## src/hdl/sac_way_sel.sv

```systemverilog
module sac_way_sel #(
  parameter int WAYS  = 8,
  parameter int TAG_W = 51,
  parameter int WAY_W = 3
) (
  input  logic [WAYS-1:0][TAG_W+33:0] row,
  input  logic [TAG_W-1:0]            tag,
  output logic                        hit,
  output logic [WAY_W-1:0]            hit_way,
  output logic [WAY_W-1:0]            victim
);

  // row entry: {valid, dirty, age[31:0], tag}
  logic [31:0] best_age;

  always_comb begin
    hit      = 1'b0;
    hit_way  = '0;
    victim   = '0;
    best_age = row[0][TAG_W+31:TAG_W];
    for (int w = WAYS - 1; w >= 0; w--) begin
      if (row[w][TAG_W+33] && row[w][TAG_W-1:0] == tag) begin
        hit     = 1'b1;
        hit_way = WAY_W'(w);
      end
    end
    // strict compare keeps the lowest way on ties
    for (int w = 1; w < WAYS; w++) begin
      if (row[w][TAG_W+31:TAG_W] < best_age) begin
        best_age = row[w][TAG_W+31:TAG_W];
        victim   = WAY_W'(w);
      end
    end
  end

endmodule

```

## config.mk

```make
export PLATFORM = sky130hd
export DESIGN_NAME = sac_way_sel
export DESIGN_NICKNAME = d
export VERILOG_FILES = /design/src/hdl/sac_way_sel.sv
export SDC_FILE = /design/constraint.sdc
export NUM_CORES = 1
export LEC_CHECK = 0
export BUFFER_PORTS_ARGS = -buffer_cell sky130_fd_sc_hd__buf_2
export CAP_MARGIN = 10
export CORE_AREA = 2 2 285 287
export DETAILED_ROUTE_END_ITERATION = 12
export DIE_AREA = 0 0 287 289
export RECOVER_POWER = 50
export SLEW_MARGIN = 20
export SYNTH_ARGS = -nofsm -noshare
export SYNTH_HDL_FRONTEND = slang
export SYNTH_SLANG_ARGS = --single-unit
```

## constraint.sdc

```tcl
create_clock -name vclk -period 49.7
set_clock_uncertainty 0.15 [all_clocks]
set_input_delay 4.97 -clock vclk [all_inputs]
set_output_delay 4.97 -clock vclk [all_outputs]
set_load 0.01 [all_outputs]
```

==> impl_metrics.env <==
export IMPL_post_route_min_period_ns=32.58
export IMPL_drc_errors=0
export IMPL_place_area_um2=17510
export IMPL_yosysUniqueCellTypes=70
export IMPL_dp_cells=3572
export IMPL_setup_ws_ns=17.12
export IMPL_wl_per_cell_um=24.55
export IMPL_dp_hpwl_mm=80.15
export IMPL_cp_num_buf_inv=12
export IMPL_irDropWorstVdd_mv=0.01343
export IMPL_postCtsSetupBuffers=0
export IMPL_period_share=0.6556
export IMPL_netlist_area_um2=12820
export IMPL_rsz0062_at_grt="no"
export IMPL_maxCapViolations=0
export IMPL_cp_slowest_cell="a211o_2"
export IMPL_gp_congestion=0.9988
export IMPL_clock_buffers=0
export IMPL_grt_pass1_vias=16350
export IMPL_cp_data_required_time_ns=44.58
export IMPL_die_y_um=289
export IMPL_synth_fp_nets=2802
export IMPL_dieArea_um2=82940
export IMPL_hold_buffers=0
export IMPL_area_growth_pct=37.23
export IMPL_drt_first_pass_iters=5
export IMPL_max_slew_margin=0.1462
export IMPL_ant_nets=0
export IMPL_start_kind="primary input"
export IMPL_seq_cells=0
export IMPL_power_leakage_nw=8.740
export IMPL_grt_first_pass_wirelength_mm=117.6
export IMPL_status="complete, no violations"
export IMPL_globalRouteTotalUtil=0.2001
export IMPL_drt_initial_drc_count=1212
export IMPL_final_hold_violation_count=0
export IMPL_cp_arrival_ns=27.46
export IMPL_postLayoutCellArea_um2=17590
export IMPL_hold_path_depth=7
export IMPL_worst_pin_slew_ns=1.281
export IMPL_fin_cells=3605
export IMPL_die_x_um=287
export IMPL_cp_max_fo=63
export IMPL_port_buffers=730
export IMPL_post_cts_resized=0
export IMPL_layout_nets=3454
export IMPL_syn_inst=1862
export IMPL_initial_utilization=0.1604
export IMPL_ys_warn_count=0
export IMPL_wirelength_mm=88.51
export IMPL_finalPower_uw=351.1
export IMPL_core_um2=79900
export IMPL_clock_fmax_mhz=30.69
export IMPL_setup_tns_ns=0
export IMPL_postSynthAreaPerCell_um2=6.884
export IMPL_cp_slowest_stage_delay_ns=0.88
export IMPL_crit_top_cell="a21o_1"
export IMPL_hp_start="row[169]"
export IMPL_multi_input_area_um2=11630
export IMPL_via_per_inst=4.703
export IMPL_path_class="primary input to primary output"
export IMPL_dp_slack_ns=17.42
export IMPL_cpLargestDelayFamily="compound AO/OA/AOI/OAI gates"
export IMPL_seq_area_um2=0
export IMPL_grt_antenna_before_repair=55
export IMPL_crit_path_end_kind="primary output"
export IMPL_num_vias=16960
export IMPL_power_density_nw_per_um2=19.96
export IMPL_finalMaxSlewViolations=0
export IMPL_grt_max_degree=64
export IMPL_drive_gt1_frac=0.2998
export IMPL_fillers=9271
export IMPL_grt_overflow=0
export IMPL_synth_yosys_seq_area_share=0
export IMPL_io_pins=738
export IMPL_holdCritPathClass="primary input to primary output"
export IMPL_min_to="hit_way[0]"
export IMPL_setup_viol=0
export IMPL_rows=104
-- through the flow --
stage | utilization | hold WS [ns]
floorplan | - | 10.04
global placement | 0.2192 | 10.47
detailed placement | 0.2192 | 10.47
CTS | 0.2192 | 10.47
global route | 0.2198 | 10.54
finish | 0.2202 | 10.47
-- where the power goes --
group | total (mW) | internal, mW | switching, mW
logic | 0.351 | 0.144 | 0.207
registers | 0 | 0 | 0
clock network | 0.0000000908 | 0.0000000906 | 0
-- worst min-delay path, delay by kind of cell --
family / cells / cell delay, ns
AND/OR/NAND/NOR: 4 / 0.26
buffers and inverters: 3 / 0.42
-- area by class of cell --
| cell class | count | area share |
|---|---|---|
| Antenna cell | 33 | 0.004695 |
| Inverter | 221 | 0.04716 |
| Timing Repair Buffer | 739 | 0.2113 |
| Multi-Input combinational cell | 1552 | 0.6614 |
| Tap cell | 1060 | 0.07540 |
-- routing by layer --
| metal | routed length (um) | vias up | track usage |
|---|---|---|---|
| li1 | - | 8003 | - |
| met1 | 31490 | 7779 | 0.2124 |
| met2 | 43590 | 949 | 0.3655 |
| met3 | 7636 | 212 | 0.04433 |
| met4 | 5715 | 12 | 0.1120 |
| met5 | 80 | - | 0 |
-- placed cells by master (no fill, tap or decap), types with 4 or more instances in the layout --
cell type | synthesis | final
nor2b_1 | 25 | 25
nand4_1 | 100 | 100
nand3_1 | 32 | 32
o221ai_1 | 7 | 7
nand2b_1 | 16 | 16
xnor2_1 | 152 | 152
a31oi_1 | 8 | 8
o2bb2ai_1 | 9 | 9
buf_2 | 6 | 727
or2_2 | 5 | 5
nor3_1 | 13 | 13
nor2_1 | 141 | 139
a211oi_1 | 14 | 14
mux2i_1 | 34 | 34
a21o_1 | 42 | 42
o211a_1 | 4 | 4
buf_4 | 3 | 9
xor2_1 | 173 | 173
a22oi_1 | 11 | 11
a22o_1 | 4 | 4
diode_2 | 0 | 33
nand2_1 | 79 | 79
mux2_1 | 32 | 32
a21oi_1 | 158 | 158
nor4_1 | 65 | 64
ha_1 | 209 | 209
o22ai_1 | 32 | 32
inv_1 | 221 | 221
or4_1 | 5 | 5
o211ai_1 | 9 | 9
and4_1 | 6 | 6
o21ai_0 | 85 | 85
a221oi_1 | 21 | 21
nor3b_1 | 5 | 5
-- cells by family after synthesis --
family                   Yosys count  share of synthesized area
multiplexers                      69                    0.05789
AND/OR/NAND/NOR                  506                     0.2026
buffers and inverters            310                    0.09410
AO/OA/AOI/OAI                    443                     0.2194
adder cells (fa/ha/maj)          209                     0.2040
XOR/XNOR                         325                     0.2221
-- cell usage after synthesis, types with 4 or more instances --
master     number  share of area
nor2_1        141          0.041
mux2i_1        34          0.027
a31oi_1         8         0.0039
nor3b_1         5         0.0029
nand2_1        79          0.023
a21oi_1       158          0.062
nor2b_1        25          0.012
o221ai_1        7         0.0048
nand4_1       100          0.049
clkbuf_1       70          0.020
buf_2           6         0.0023
nor4_1         65          0.032
a211oi_1       14         0.0082
nand3_1        32          0.012
a221oi_1       21          0.014
or4_1           5         0.0029
a22o_1          4         0.0027
xor2_1        173           0.12
mux2_1         32          0.028
o22ai_1        32          0.016
o211a_1         4         0.0031
and4_1          6         0.0041
a22oi_1        11         0.0064
a21o_1         42          0.025
xnor2_1       152           0.10
or2_2           5         0.0024
buf_1           6         0.0018
nor3_1         13         0.0051
o211ai_1        9         0.0053
nand2b_1       16         0.0078
inv_1         221          0.065
o2bb2ai_1       9         0.0062
ha_1          209           0.20
o21ai_0        85          0.033
-- worst max-delay path by stage --
stage,start,slack [ns],cells past startpoint,end
finish,row[53],17.12,100,victim[2]
global route,row[53],15.46,102,victim[2]
CTS,row[53],17.32,102,victim[2]
detailed placement,row[53],17.42,102,victim[2]
global placement,row[53],17.57,102,victim[2]
floorplan,row[64],21.71,107,victim[2]
(Power assumes the default switching activity.)
